<file path="config.mk">
export PLATFORM = sky130hd
export DESIGN_NAME = loss_report_clamp_hysteresis_flat
export DESIGN_NICKNAME = d
export VERILOG_FILES = /design/src/rtl/lrch_pkg.sv /design/src/rtl/lrch_if.sv /design/src/rtl/lrch_ctrl.sv /design/src/rtl/lrch_datapath.sv /design/src/rtl/loss_report_clamp_hysteresis.sv /design/src/flat_wrapper.sv
export SDC_FILE = /design/constraint.sdc
export NUM_CORES = 2
export LEC_CHECK = 0
export BUFFER_PORTS_ARGS = -buffer_cell sky130_fd_sc_hd__buf_2
export CAP_MARGIN = 10
export CORE_MARGIN = 2
export CORE_UTILIZATION = 30
export DETAILED_ROUTE_END_ITERATION = 8
export PLACE_DENSITY = 0.53
export SLEW_MARGIN = 40
export SYNTH_ARGS = -nofsm -noshare
export SYNTH_HDL_FRONTEND = slang
export SYNTH_SLANG_ARGS = --single-unit
</file>
<file path="constraint.sdc">
create_clock -name clk -period 16.8 [get_ports clk]
set_clock_uncertainty 0.1 [all_clocks]
set_input_delay 3.36 -clock clk [delete_from_list [all_inputs] [get_ports clk]]
set_output_delay 3.36 -clock clk [all_outputs]
set_load 0.02 [all_outputs]
</file>
<file path="src/rtl/lrch_pkg.sv">
package lrch_pkg;

  localparam int COUNT_BITS_DEF = 32;
  localparam int FRAC_BITS_DEF  = 16;

  localparam int IN_W    = 32;
  localparam int REP_W   = 16;
  localparam int LIMIT_W = 17;
  localparam int RUN_W   = 8;
  localparam int CFG_IDX_W  = 2;
  localparam int CFG_DATA_W = LIMIT_W;

  localparam logic [CFG_IDX_W-1:0] REG_LOSS_LIMIT   = 2'd0;
  localparam logic [CFG_IDX_W-1:0] REG_TRIGGER_RUNS = 2'd1;
  localparam logic [CFG_IDX_W-1:0] REG_RECOVER_RUNS = 2'd2;

  localparam logic [LIMIT_W-1:0] LOSS_LIMIT_RESET   = '0;
  localparam logic [RUN_W-1:0]   TRIGGER_RUNS_RESET = 8'd5;
  localparam logic [RUN_W-1:0]   RECOVER_RUNS_RESET = 8'd10;
  localparam logic [RUN_W-1:0]   RUN_MAX            = '1;

  typedef enum logic [1:0] {
    ST_IDLE,
    ST_DIV,
    ST_DONE
  } state_t;

  typedef struct packed {
    logic load;
    logic div_step;
    logic commit;
  } cmd_t;

  typedef struct packed {
    logic div_last;
  } sts_t;

endpackage

</file>
<file path="src/rtl/lrch_if.sv">
interface lrch_in_if;
  logic                         valid;
  logic                         ready;
  logic [lrch_pkg::IN_W-1:0]    received_count;
  logic [lrch_pkg::IN_W-1:0]    lost_count;

  modport source (output valid, output received_count, output lost_count, input ready);
  modport sink   (input valid, input received_count, input lost_count, output ready);
endinterface

interface lrch_out_if;
  logic                          valid;
  logic                          ready;
  logic [lrch_pkg::REP_W-1:0]    reported_received;
  logic [lrch_pkg::REP_W-1:0]    reported_lost;
  logic [lrch_pkg::LIMIT_W-1:0]  loss_fraction;
  logic                          honest_active;
  logic                          was_clamped;

  modport source (output valid, output reported_received, output reported_lost,
                  output loss_fraction, output honest_active, output was_clamped,
                  input ready);
  modport sink   (input valid, input reported_received, input reported_lost,
                  input loss_fraction, input honest_active, input was_clamped,
                  output ready);
endinterface

</file>
<file path="src/rtl/lrch_ctrl.sv">
module lrch_ctrl (
  input  logic             clk,
  input  logic             rst_n,
  input  logic             in_valid,
  output logic             in_ready,
  output logic             out_valid,
  input  logic             out_ready,
  input  lrch_pkg::sts_t   sts,
  output lrch_pkg::cmd_t   cmd
);

  lrch_pkg::state_t state_r, state_nxt;
  logic             out_valid_r, out_valid_nxt;

  always_ff @(posedge clk) begin
    if (!rst_n) begin
      state_r     <= lrch_pkg::ST_IDLE;
      out_valid_r <= 1'b0;
    end else begin
      state_r     <= state_nxt;
      out_valid_r <= out_valid_nxt;
    end
  end

  always_comb begin
    state_nxt    = state_r;
    cmd          = '0;
    in_ready     = 1'b0;
    out_valid_nxt = out_valid_r && !out_ready;
    case (state_r)
      lrch_pkg::ST_IDLE: begin
        in_ready = 1'b1;
        if (in_valid) begin
          cmd.load  = 1'b1;
          state_nxt = lrch_pkg::ST_DIV;
        end
      end
      lrch_pkg::ST_DIV: begin
        cmd.div_step = 1'b1;
        if (sts.div_last) begin
          state_nxt = lrch_pkg::ST_DONE;
        end
      end
      lrch_pkg::ST_DONE: begin
        if (!out_valid_r || out_ready) begin
          cmd.commit    = 1'b1;
          out_valid_nxt = 1'b1;
          state_nxt     = lrch_pkg::ST_IDLE;
        end
      end
      default: begin
        state_nxt = lrch_pkg::ST_IDLE;
      end
    endcase
  end

  assign out_valid = out_valid_r;

endmodule

</file>
<file path="src/rtl/lrch_datapath.sv">
module lrch_datapath #(
  parameter int COUNT_BITS = lrch_pkg::COUNT_BITS_DEF,
  parameter int FRAC_BITS  = lrch_pkg::FRAC_BITS_DEF
) (
  input  logic                              clk,
  input  logic                              rst_n,
  input  logic                              cfg_we,
  input  logic [lrch_pkg::CFG_IDX_W-1:0]    cfg_index,
  input  logic [lrch_pkg::CFG_DATA_W-1:0]   cfg_wdata,
  input  logic [lrch_pkg::IN_W-1:0]         in_received_count,
  input  logic [lrch_pkg::IN_W-1:0]         in_lost_count,
  input  lrch_pkg::cmd_t                    cmd,
  output lrch_pkg::sts_t                    sts,
  output logic [lrch_pkg::REP_W-1:0]        out_reported_received,
  output logic [lrch_pkg::REP_W-1:0]        out_reported_lost,
  output logic [lrch_pkg::LIMIT_W-1:0]      out_loss_fraction,
  output logic                              out_honest_active,
  output logic                              out_was_clamped
);

  localparam int CW    = (COUNT_BITS < lrch_pkg::IN_W) ? COUNT_BITS : lrch_pkg::IN_W;
  localparam int TW    = CW + 1;
  localparam int RW    = CW + 2;
  localparam int QW    = FRAC_BITS + 1;
  localparam int PW    = lrch_pkg::LIMIT_W + TW;
  localparam int NW    = CW + FRAC_BITS;
  localparam int CMPW  = (PW > NW) ? PW : NW;
  localparam int CNTW  = $clog2(FRAC_BITS + 1);
  localparam int RUN_W = lrch_pkg::RUN_W;

  logic [lrch_pkg::LIMIT_W-1:0] loss_limit_r;
  logic [RUN_W-1:0]             trigger_runs_r;
  logic [RUN_W-1:0]             recover_runs_r;

  logic [CW-1:0]   rx_r;
  logic [CW-1:0]   lo_r;
  logic [TW-1:0]   total_r;
  logic [RW-1:0]   rem_r;
  logic [QW-1:0]   quo_r;
  logic [CNTW-1:0] cnt_r;
  logic [PW-1:0]   prod_r;

  logic             honest_r, honest_nxt;
  logic [RUN_W-1:0] over_run_r, over_run_nxt;
  logic [RUN_W-1:0] under_run_r, under_run_nxt;

  logic [lrch_pkg::REP_W-1:0]   rep_rx_r;
  logic [lrch_pkg::REP_W-1:0]   rep_lo_r;
  logic [lrch_pkg::LIMIT_W-1:0] frac_r;
  logic                         clamped_r;

  logic [RW-1:0]             trial;
  logic                      trial_ge;
  logic                      over;
  logic                      in_band;
  logic                      clamp;
  logic [lrch_pkg::REP_W-1:0] clamp_lo;

  always_ff @(posedge clk) begin
    if (!rst_n) begin
      loss_limit_r   <= lrch_pkg::LOSS_LIMIT_RESET;
      trigger_runs_r <= lrch_pkg::TRIGGER_RUNS_RESET;
      recover_runs_r <= lrch_pkg::RECOVER_RUNS_RESET;
    end else if (cfg_we) begin
      case (cfg_index)
        lrch_pkg::REG_LOSS_LIMIT:   loss_limit_r   <= cfg_wdata;
        lrch_pkg::REG_TRIGGER_RUNS: trigger_runs_r <= cfg_wdata[RUN_W-1:0];
        lrch_pkg::REG_RECOVER_RUNS: recover_runs_r <= cfg_wdata[RUN_W-1:0];
        default: begin
        end
      endcase
    end
  end

  // Restoring division of lost * one by the total. The dividend's low bits
  // are all zero, so the first step compares the lost count itself and each
  // later step doubles the partial remainder.
  assign trial    = (cnt_r == '0) ? rem_r : (rem_r << 1);
  assign trial_ge = trial >= RW'(total_r);

  always_ff @(posedge clk) begin
    if (!rst_n) begin
      cnt_r <= '0;
    end else if (cmd.load) begin
      cnt_r <= '0;
    end else if (cmd.div_step) begin
      cnt_r <= cnt_r + 1'b1;
    end
  end

  always_ff @(posedge clk) begin
    if (cmd.load) begin
      rx_r    <= CW'(in_received_count);
      lo_r    <= CW'(in_lost_count);
      total_r <= TW'(CW'(in_received_count)) + TW'(CW'(in_lost_count));
      rem_r   <= RW'(CW'(in_lost_count));
      quo_r   <= '0;
    end else if (cmd.div_step) begin
      rem_r  <= trial_ge ? (trial - RW'(total_r)) : trial;
      quo_r  <= {quo_r[QW-2:0], trial_ge};
      prod_r <= PW'(loss_limit_r) * PW'(total_r);
    end
  end

  assign sts.div_last = (cnt_r == CNTW'(FRAC_BITS));

  assign over    = (CMPW'(lo_r) << FRAC_BITS) > CMPW'(prod_r);
  assign in_band = (loss_limit_r != '0) && ((loss_limit_r >> FRAC_BITS) == '0);

  always_comb begin
    honest_nxt    = honest_r;
    over_run_nxt  = over_run_r;
    under_run_nxt = under_run_r;
    if (in_band) begin
      if (over) begin
        under_run_nxt = '0;
        if (!honest_r) begin
          over_run_nxt = (over_run_r != lrch_pkg::RUN_MAX) ? over_run_r + 1'b1 : over_run_r;
          if (over_run_nxt >= trigger_runs_r) begin
            honest_nxt = 1'b1;
          end
        end
      end else begin
        over_run_nxt = '0;
        if (honest_r) begin
          under_run_nxt = (under_run_r != lrch_pkg::RUN_MAX) ? under_run_r + 1'b1 : under_run_r;
          if (under_run_nxt >= recover_runs_r) begin
            honest_nxt    = 1'b0;
            under_run_nxt = '0;
          end
        end
      end
    end
  end

  assign clamp    = !honest_nxt && over;
  assign clamp_lo = lrch_pkg::REP_W'(prod_r >> FRAC_BITS);

  always_ff @(posedge clk) begin
    if (!rst_n) begin
      honest_r    <= 1'b0;
      over_run_r  <= '0;
      under_run_r <= '0;
    end else if (cmd.commit) begin
      honest_r    <= honest_nxt;
      over_run_r  <= over_run_nxt;
      under_run_r <= under_run_nxt;
    end
  end

  always_ff @(posedge clk) begin
    if (cmd.commit) begin
      rep_lo_r  <= clamp ? clamp_lo : lrch_pkg::REP_W'(lo_r);
      rep_rx_r  <= clamp ? (lrch_pkg::REP_W'(total_r) - clamp_lo)
                         : lrch_pkg::REP_W'(rx_r);
      frac_r    <= (total_r == '0) ? '0 : lrch_pkg::LIMIT_W'(quo_r);
      clamped_r <= clamp;
    end
  end

  assign out_reported_received = rep_rx_r;
  assign out_reported_lost     = rep_lo_r;
  assign out_loss_fraction     = frac_r;
  assign out_honest_active     = honest_r;
  assign out_was_clamped       = clamped_r;

endmodule

</file>
<file path="src/rtl/loss_report_clamp_hysteresis.sv">
// Loss-report clamp with hysteresis. Each input transaction carries one
// interval's received and lost counts; each output transaction carries the
// counts to report, the measured loss in Q1.FRAC_BITS, the honest-mode flag
// and a clamp flag. One transaction is processed at a time. The counts are
// captured at the accepting edge and go to the bit-serial restoring divider
// that forms the loss fraction. A commit step then updates the hysteresis
// state and loads the output register; it is held off while an earlier
// result still waits for out_chan.ready. The next transaction can be
// accepted in the cycle in which the result first shows valid, even while
// that result still waits for out_chan.ready. Configuration writes must
// only be issued while no transaction is in flight.
module loss_report_clamp_hysteresis #(
  parameter int COUNT_BITS = lrch_pkg::COUNT_BITS_DEF,
  parameter int FRAC_BITS  = lrch_pkg::FRAC_BITS_DEF
) (
  input  logic                            clk,
  input  logic                            rst_n,
  input  logic                            cfg_we,
  input  logic [lrch_pkg::CFG_IDX_W-1:0]  cfg_index,
  input  logic [lrch_pkg::CFG_DATA_W-1:0] cfg_wdata,
  lrch_in_if.sink                         in_chan,
  lrch_out_if.source                      out_chan
);

  lrch_pkg::cmd_t cmd;
  lrch_pkg::sts_t sts;
  logic           in_ready;
  logic           out_valid;

  lrch_ctrl u_ctrl (
    .clk       (clk),
    .rst_n     (rst_n),
    .in_valid  (in_chan.valid),
    .in_ready  (in_ready),
    .out_valid (out_valid),
    .out_ready (out_chan.ready),
    .sts       (sts),
    .cmd       (cmd)
  );

  lrch_datapath #(
    .COUNT_BITS (COUNT_BITS),
    .FRAC_BITS  (FRAC_BITS)
  ) u_datapath (
    .clk                   (clk),
    .rst_n                 (rst_n),
    .cfg_we                (cfg_we),
    .cfg_index             (cfg_index),
    .cfg_wdata             (cfg_wdata),
    .in_received_count     (in_chan.received_count),
    .in_lost_count         (in_chan.lost_count),
    .cmd                   (cmd),
    .sts                   (sts),
    .out_reported_received (out_chan.reported_received),
    .out_reported_lost     (out_chan.reported_lost),
    .out_loss_fraction     (out_chan.loss_fraction),
    .out_honest_active     (out_chan.honest_active),
    .out_was_clamped       (out_chan.was_clamped)
  );

  assign in_chan.ready  = in_ready;
  assign out_chan.valid = out_valid;

`ifndef SYNTHESIS
  a_commit_when_free: assert property (@(posedge clk) disable iff (!rst_n)
    cmd.commit |-> (!out_chan.valid || out_chan.ready))
    else $error("result committed over an untaken output transaction");

  a_clamp_not_honest: assert property (@(posedge clk) disable iff (!rst_n)
    (out_chan.valid && out_chan.was_clamped) |-> !out_chan.honest_active)
    else $error("clamp applied while honest mode is active");

  a_one_in_flight: assert property (@(posedge clk) disable iff (!rst_n)
    (in_chan.valid && in_chan.ready) |=> !in_chan.ready)
    else $error("second transaction accepted while one is in flight");
`endif

endmodule
</file>
<file path="src/flat_wrapper.sv">
// flat-port wrapper written by rule: the top's interface ports become plain ports
module loss_report_clamp_hysteresis_flat 
#(
  parameter int COUNT_BITS = lrch_pkg::COUNT_BITS_DEF,
  parameter int FRAC_BITS  = lrch_pkg::FRAC_BITS_DEF
)
  (clk, rst_n, cfg_we, cfg_index, cfg_wdata, in_chan_valid, in_chan_received_count, in_chan_lost_count, in_chan_ready, out_chan_valid, out_chan_reported_received, out_chan_reported_lost, out_chan_loss_fraction, out_chan_honest_active, out_chan_was_clamped, out_chan_ready);
  lrch_in_if in_chan_i ();
  lrch_out_if out_chan_i ();
  input  logic clk;
  input  logic rst_n;
  input  logic cfg_we;
  input  logic [lrch_pkg::CFG_IDX_W-1:0] cfg_index;
  input  logic [lrch_pkg::CFG_DATA_W-1:0] cfg_wdata;
  input wire logic [$bits(in_chan_i.valid)-1:0] in_chan_valid;
  input wire logic [$bits(in_chan_i.received_count)-1:0] in_chan_received_count;
  input wire logic [$bits(in_chan_i.lost_count)-1:0] in_chan_lost_count;
  output wire logic [$bits(in_chan_i.ready)-1:0] in_chan_ready;
  output wire logic [$bits(out_chan_i.valid)-1:0] out_chan_valid;
  output wire logic [$bits(out_chan_i.reported_received)-1:0] out_chan_reported_received;
  output wire logic [$bits(out_chan_i.reported_lost)-1:0] out_chan_reported_lost;
  output wire logic [$bits(out_chan_i.loss_fraction)-1:0] out_chan_loss_fraction;
  output wire logic [$bits(out_chan_i.honest_active)-1:0] out_chan_honest_active;
  output wire logic [$bits(out_chan_i.was_clamped)-1:0] out_chan_was_clamped;
  input wire logic [$bits(out_chan_i.ready)-1:0] out_chan_ready;
  assign in_chan_i.valid = in_chan_valid;
  assign in_chan_i.received_count = in_chan_received_count;
  assign in_chan_i.lost_count = in_chan_lost_count;
  assign in_chan_ready = in_chan_i.ready;
  assign out_chan_valid = out_chan_i.valid;
  assign out_chan_reported_received = out_chan_i.reported_received;
  assign out_chan_reported_lost = out_chan_i.reported_lost;
  assign out_chan_loss_fraction = out_chan_i.loss_fraction;
  assign out_chan_honest_active = out_chan_i.honest_active;
  assign out_chan_was_clamped = out_chan_i.was_clamped;
  assign out_chan_i.ready = out_chan_ready;
  loss_report_clamp_hysteresis #(.COUNT_BITS(COUNT_BITS), .FRAC_BITS(FRAC_BITS)) u_core (.clk(clk), .rst_n(rst_n), .cfg_we(cfg_we), .cfg_index(cfg_index), .cfg_wdata(cfg_wdata), .in_chan(in_chan_i), .out_chan(out_chan_i));
endmodule
</file>
-- Word level (Yosys, flattened, before mapping)
Index checks and enable logic that the tools add are counted.
- input bits: 88
- register bits after elaboration: 290
- logic and storage cells: 98
- output and inout bits: 53
- multiply operators: 1
- reduce and logical (&&, ||, !) cells: 23
- bitwise operators: 2
- $lt $le $gt $ge: 4
- equal/unequal tests: 11
- add/sub/neg operators: 6
- muxes and demuxes: 31
- operators by type and width (operator ; count):
    34-bit 2-to-1 mux ; 2
    32-bit 2-to-1 mux ; 2
    8-bit 2-to-1 mux ; 7
    48-bit by 50-bit > comparator with 1-bit output ; 1
    17-bit by 33-bit multiplier with 50-bit output ; 1
    34-bit by 33-bit >= comparator with 1-bit output ; 1
    34-bit by 33-bit subtractor with 34-bit output ; 1
    32-bit by 32-bit adder with 33-bit output ; 1
    33-bit logical NOT ; 1
    16-bit 2-to-1 mux ; 2
    17-bit logical NOT ; 1
    17-bit nonzero test ; 1
    8-bit by 1-bit adder with 8-bit output, second input constant ; 2
    8-bit >= comparator ; 2
    8-bit != test, second input constant ; 2
    16-bit subtractor ; 1
    1-bit 2-to-1 mux ; 14
    3-bit AND reduction ; 3
    2-bit AND reduction ; 4
    2-bit 2-to-1 mux ; 3
    2-bit != test, second input constant ; 3
    2-bit case mux with 3 select lines ; 1
    5-bit by 1-bit adder with 5-bit output, second input constant ; 1
    5-bit equality test, second input constant ; 1
    other kinds (11) ; 20

-- Depth between registers and ports, before layout
- depth after elaboration: 10
- depth in mapped cells: 27
- gate-level depth less buffers: 25

-- Modules after synthesis
Synthesis repeated with hierarchy kept, for this count alone.
- cell total of the unflattened synthesis: 3716
- area total of the unflattened synthesis: 34361.7 um^2
- modules (own cells, without submodules) (module ; area each (um^2) ; sequential area each (um^2) ; times used ; cells an instance):
    lrch_datapath ; 34212.8 ; 7877.6 ; 1 ; 3700
    lrch_ctrl ; 148.9 ; 60.1 ; 1 ; 16

-- Least setup slack after synthesis
No wires, ideal clock.
- kind: in2reg
- from: input port out_chan_ready
- to: register u_core.u_datapath.under_run_r[0]
- setup time: 113 ps
- buffers on the path: 1
- setup slack: 9348 ps
- arrival: 7238 ps
- data required time: 16587 ps
- stages: 8
- cells stage by stage: nand2b_1 > nor2b_1 > nand2_1 > a21oi_1 > clkbuf_1 > o21ai_0 > nand3_1 > nand2_1
- RTL lines (element ; line ; source):
    start: declaration ; flat_wrapper.sv:25 ; input wire logic [$bits(out_chan_i.ready)-1:0] out_chan_ready;
    end signal: assignment ; lrch_datapath.sv:147 ; under_run_r <= under_run_nxt;
    end: declaration ; lrch_datapath.sv:45 ; logic [RUN_W-1:0] under_run_r, under_run_nxt;

-- Worst setup path in the final report
- from: register u_core.u_datapath.loss_limit_r[6] (netlist bit)
- to: register u_core.u_datapath.prod_r[47], data pin
- cells in the longest elaborated chain, start to end: 1
- ends and longest elaborated chain (element ; line ; source):
    start: declaration ; lrch_datapath.sv:31 ; logic [lrch_pkg::LIMIT_W-1:0] loss_limit_r;
    start signal: assignment ; lrch_datapath.sv:61 ; loss_limit_r <= lrch_pkg::LOSS_LIMIT_RESET;
    start signal: assignment ; lrch_datapath.sv:66 ; lrch_pkg::REG_LOSS_LIMIT: loss_limit_r <= cfg_wdata;
    17-bit by 33-bit multiplier with 50-bit output ; lrch_datapath.sv:101 ; prod_r <= PW'(loss_limit_r) * PW'(total_r);
    end signal: assignment ; lrch_datapath.sv:101 ;
    end: declaration ; lrch_datapath.sv:41 ; logic [PW-1:0] prod_r;
No other way between the ends.
A chain may end at the register's enable or synchronous reset.

==> impl_metrics.tcl <==
set metrics [dict create \
    status "finished, final reports clean" \
    syn_area_um2 34000 \
    ys_async_sr_fraction_pct 0 \
    hold_ws_ns 0.362 \
    synth_edf_count 213 \
    grt_pass1_vias 26300 \
    cpMaxStageDelayCell "dfxtp_1" \
    slowest_delay_ns 0.79 \
    synth_top_family_by_area "adder cells" \
    place.gp.congestion 0.854 \
    drive_above_1_share_pct 9.14 \
    grt_pass1_wl_um 154000 \
    final.fill_count 11800 \
    nNetsFinal 4507 \
    antenna_found_initial 4 \
    period_share_pct 47.1 \
    post_dp_cell_area_um2 36500 \
    syn_avg_cell_area_um2 9.34 \
    die_area_um2 116000 \
    postCtsHoldBufs 0 \
    path_common_cell "fa_1" \
    hold_viol 0 \
    overflow 0 \
    track_usage_pct 17.2 \
    grt_max_degree 65 \
    core_um2 112000 \
    required_ns 17.02 \
    setup_violations 0 \
    die_y_um 341 \
    start_util_pct 30.2 \
    synth_top_area_cell "fa_1" \
    synth.area.top_cells "fa_1 28%, edfxtp_1 19%, ha_1 9.4%" \
    tritoncts.num_buffers 29 \
    synth.distinct_cells 73 \
    synth_nets 4449 \
    ir_drop_uv 79.6 \
    ant_nets 0 \
    rsz0062_at_grt "no" \
    dp_hpwl_um 74200 \
    slew_viol_final 0 \
    viasPerCell 4.78 \
    synth_compound_area_share_pct 9.52 \
    drc 0 \
    path_buf_inv 5 \
    p_total_mw 3.08 \
    arrival_ns 8.13 \
    yosys.area_share.simple_pct 14.9 \
    multiInputGateArea_um2 22900 \
    p_leak_nw 17.1 \
    insertion_delay_ns 0.58 \
    ys.warnings.count 0 \
    io_pins 141 \
    cts_tree "done" \
    synth_cells 3638 \
    power.density_nw_per_um2 82.2 \
    fin_crit_ns 7.92 \
    routedWlPerCell_um 18.8 \
    cap_violations 0 \
    post-cts-setup-buffers 0 \
    path_max_fanout 18 \
    synth.yosys.seq_area_share_pct 23.4 \
    reg2reg_depth 23 \
    worst_slack_ns 8.88 \
    fin_util_pct 33.3 \
    synth_top_area_share_pct 27.5 \
    crit_path_end_kind "flop" \
    ff_latch_area_um2 7940 \
    setup_tns_ns 0 \
    hold_depth 2 \
    postCtsResizedCells 0 \
    max-slew-margin-rel_pct 48.0 \
    syn_to_final_growth_pct 10.1 \
    cts.clk_slew.worst_paths_ns 0.07 \
    root_buffer "clkbuf_16" \
    h-tree-depth 1 \
    routed_wl_um 97900 \
    muxShareOfSynthArea_pct 2.76 \
    worst-setup-path-type "flop to flop" \
    first_iter_violations 1480 \
    fp.dieW_um 341 \
    final_cell_area_um2 37400 \
    synth_seq_cells 290 \
    critical_path.top_delay_family "adder cells" \
    cts_buffer_depth 3 \
    cp.depth 23 \
    max_freq_mhz 126 \
    start_kind "flop" \
    vias 24900 \
    crit_chain "buf_4 > and2_1 > fa_1 > inv_1 > fa_1 > fa_1 > inv_1 > fa_1 > fa_1 > inv_1 > fa_1 > inv_1 > ha_1 > nand4_1 > or3_1 > o22ai_1 > nor3b_1 > a21oi_1 > a221oi_1 > o21ai_1 > nand3_1 > o21ai_0 > xor2_1" \
    io_buffers 140 \
    synthAdderAreaFrac_pct 36.9 \
    cts_sinks 290 \
    post-place-ws_ns 8.86 \
    synth_xor_area_share_pct 3.14 \
    hp-class "flop to flop" \
    max_slew.worst_pin.slew_ns 0.780 \
    ys.flop_type "edfxtp_1" \
    drtPass1Iterations 5 \
    dp_cells 5165 \
    fp-row-count 123 \
    final_cells 5219 \
]
[cells in the final DEF (no fill, tap or decap), types with 21 or more instances in the layout]
cell type	synthesis	final
and2_1	225	225
fa_1	467	467
clkbuf_16	0	30
buf_4	0	56
nor2_1	124	122
dfxtp_1	77	76
xnor2_1	80	80
xor2_1	42	42
ha_1	256	256
nand3_1	40	40
mux2_2	61	61
buf_2	1	140
nand2_1	493	492
mux2i_1	25	25
edfxtp_1	213	213
nand2b_1	25	25
a21o_1	64	64
inv_1	671	669
nand4_1	27	27
a21oi_1	164	163
o21a_1	35	34
a21boi_0	25	25
o21bai_1	21	21
nor2b_1	52	51
o21ai_0	90	89
[power by group]
part / switching (mW) / total [mW] / internal, mW
registers: 0.0563 / 0.953 / 0.897
logic: 0.887 / 1.47 / 0.584
clock network: 0.294 / 0.652 / 0.359
total: 1.24 / 3.08 / 1.84
[tightest hold or removal path, stage by stage (launching register included)]
cell and delay [ns]:
dfxtp_1 0.31, nand2_1 0.05, o21ai_0 0.06
[cells in the mapped netlist (64+ instances only)]
cell	count
ha_1	256
a21o_1	64
nor2_1	124
clkbuf_1	170
inv_1	671
fa_1	467
xnor2_1	80
a21oi_1	164
o21ai_0	90
nand2_1	493
dfxtp_1	77
and2_1	225
edfxtp_1	213
[layer usage]
metal  share of wire (%)  track usage [%]  vias up  wire, um
li1                    -                -    11700         -
met1                  44             22.7    12500     42800
met4                 2.3             3.77        4      2290
met2                  47             28.6      610     46000
met3                 7.0             3.87      132      6810
met5               0.028                0        -        27
[sequential cells by signal (all words and copies together), names as in the netlist, 8 cells and up]
| signal | cells |
|---|---|
| u_core.u_datapath.prod_r | 50 |
| u_core.u_datapath.rem_r | 34 |
| u_core.u_datapath.total_r | 33 |
| u_core.u_datapath.lo_r | 32 |
| u_core.u_datapath.loss_limit_r | 17 |
| u_core.u_datapath.out_loss_fraction | 17 |
| u_core.u_datapath.quo_r | 17 |
| u_core.u_datapath.out_reported_lost | 16 |
| u_core.u_datapath.out_reported_received | 16 |
| u_core.u_datapath.rx_r | 16 |
| u_core.u_datapath.over_run_r | 8 |
| u_core.u_datapath.recover_runs_r | 8 |
| u_core.u_datapath.trigger_runs_r | 8 |
| u_core.u_datapath.under_run_r | 8 |
[cell families (layout without fill, tap and decap cells)]
logic type / count (synthesis) / in the layout
adder cells (fa/ha/maj): 723 / 723
XOR/XNOR: 122 / 122
AND/OR/NAND/NOR: 1063 / 1063
multiplexers: 86 / 86
flip-flops: 290 / 290
AO/OA/AOI/OAI: 506 / 506
buffers and inverters: 848 / 928
other: 0 / 1
[path summary, 6_finish.rpt]
check	startpoint	endpoint	slack, ns
worst max-delay path	u_core.u_datapath.loss_limit_r[6]$_SDFFE_PN0P_	u_core.u_datapath.prod_r[47]$_DFFE_PP_	8.88
worst min-delay path	u_core.u_datapath.quo_r[16]$_SDFFE_PP0P_	u_core.u_datapath.quo_r[16]$_SDFFE_PP0P_	0.36
worst max register to register	u_core.u_datapath.loss_limit_r[6]$_SDFFE_PN0P_	u_core.u_datapath.prod_r[47]$_DFFE_PP_	8.88
worst min register to register	u_core.u_datapath.quo_r[16]$_SDFFE_PP0P_	u_core.u_datapath.quo_r[16]$_SDFFE_PP0P_	0.36
[cell type report]
| type | instances | share of cell area, % |
|---|---|---|
| Multi-Input combinational cell | 2500 | 61.2 |
| Clock inverter | 14 | 0.264 |
| Clock buffer | 39 | 2.20 |
| Inverter | 671 | 6.74 |
| Timing Repair Buffer | 204 | 3.29 |
| Tap cell | 1500 | 5.02 |
| Antenna cell | 1 | 0.00669 |
| Sequential cell | 290 | 21.2 |
(Power assumes the default switching activity.)
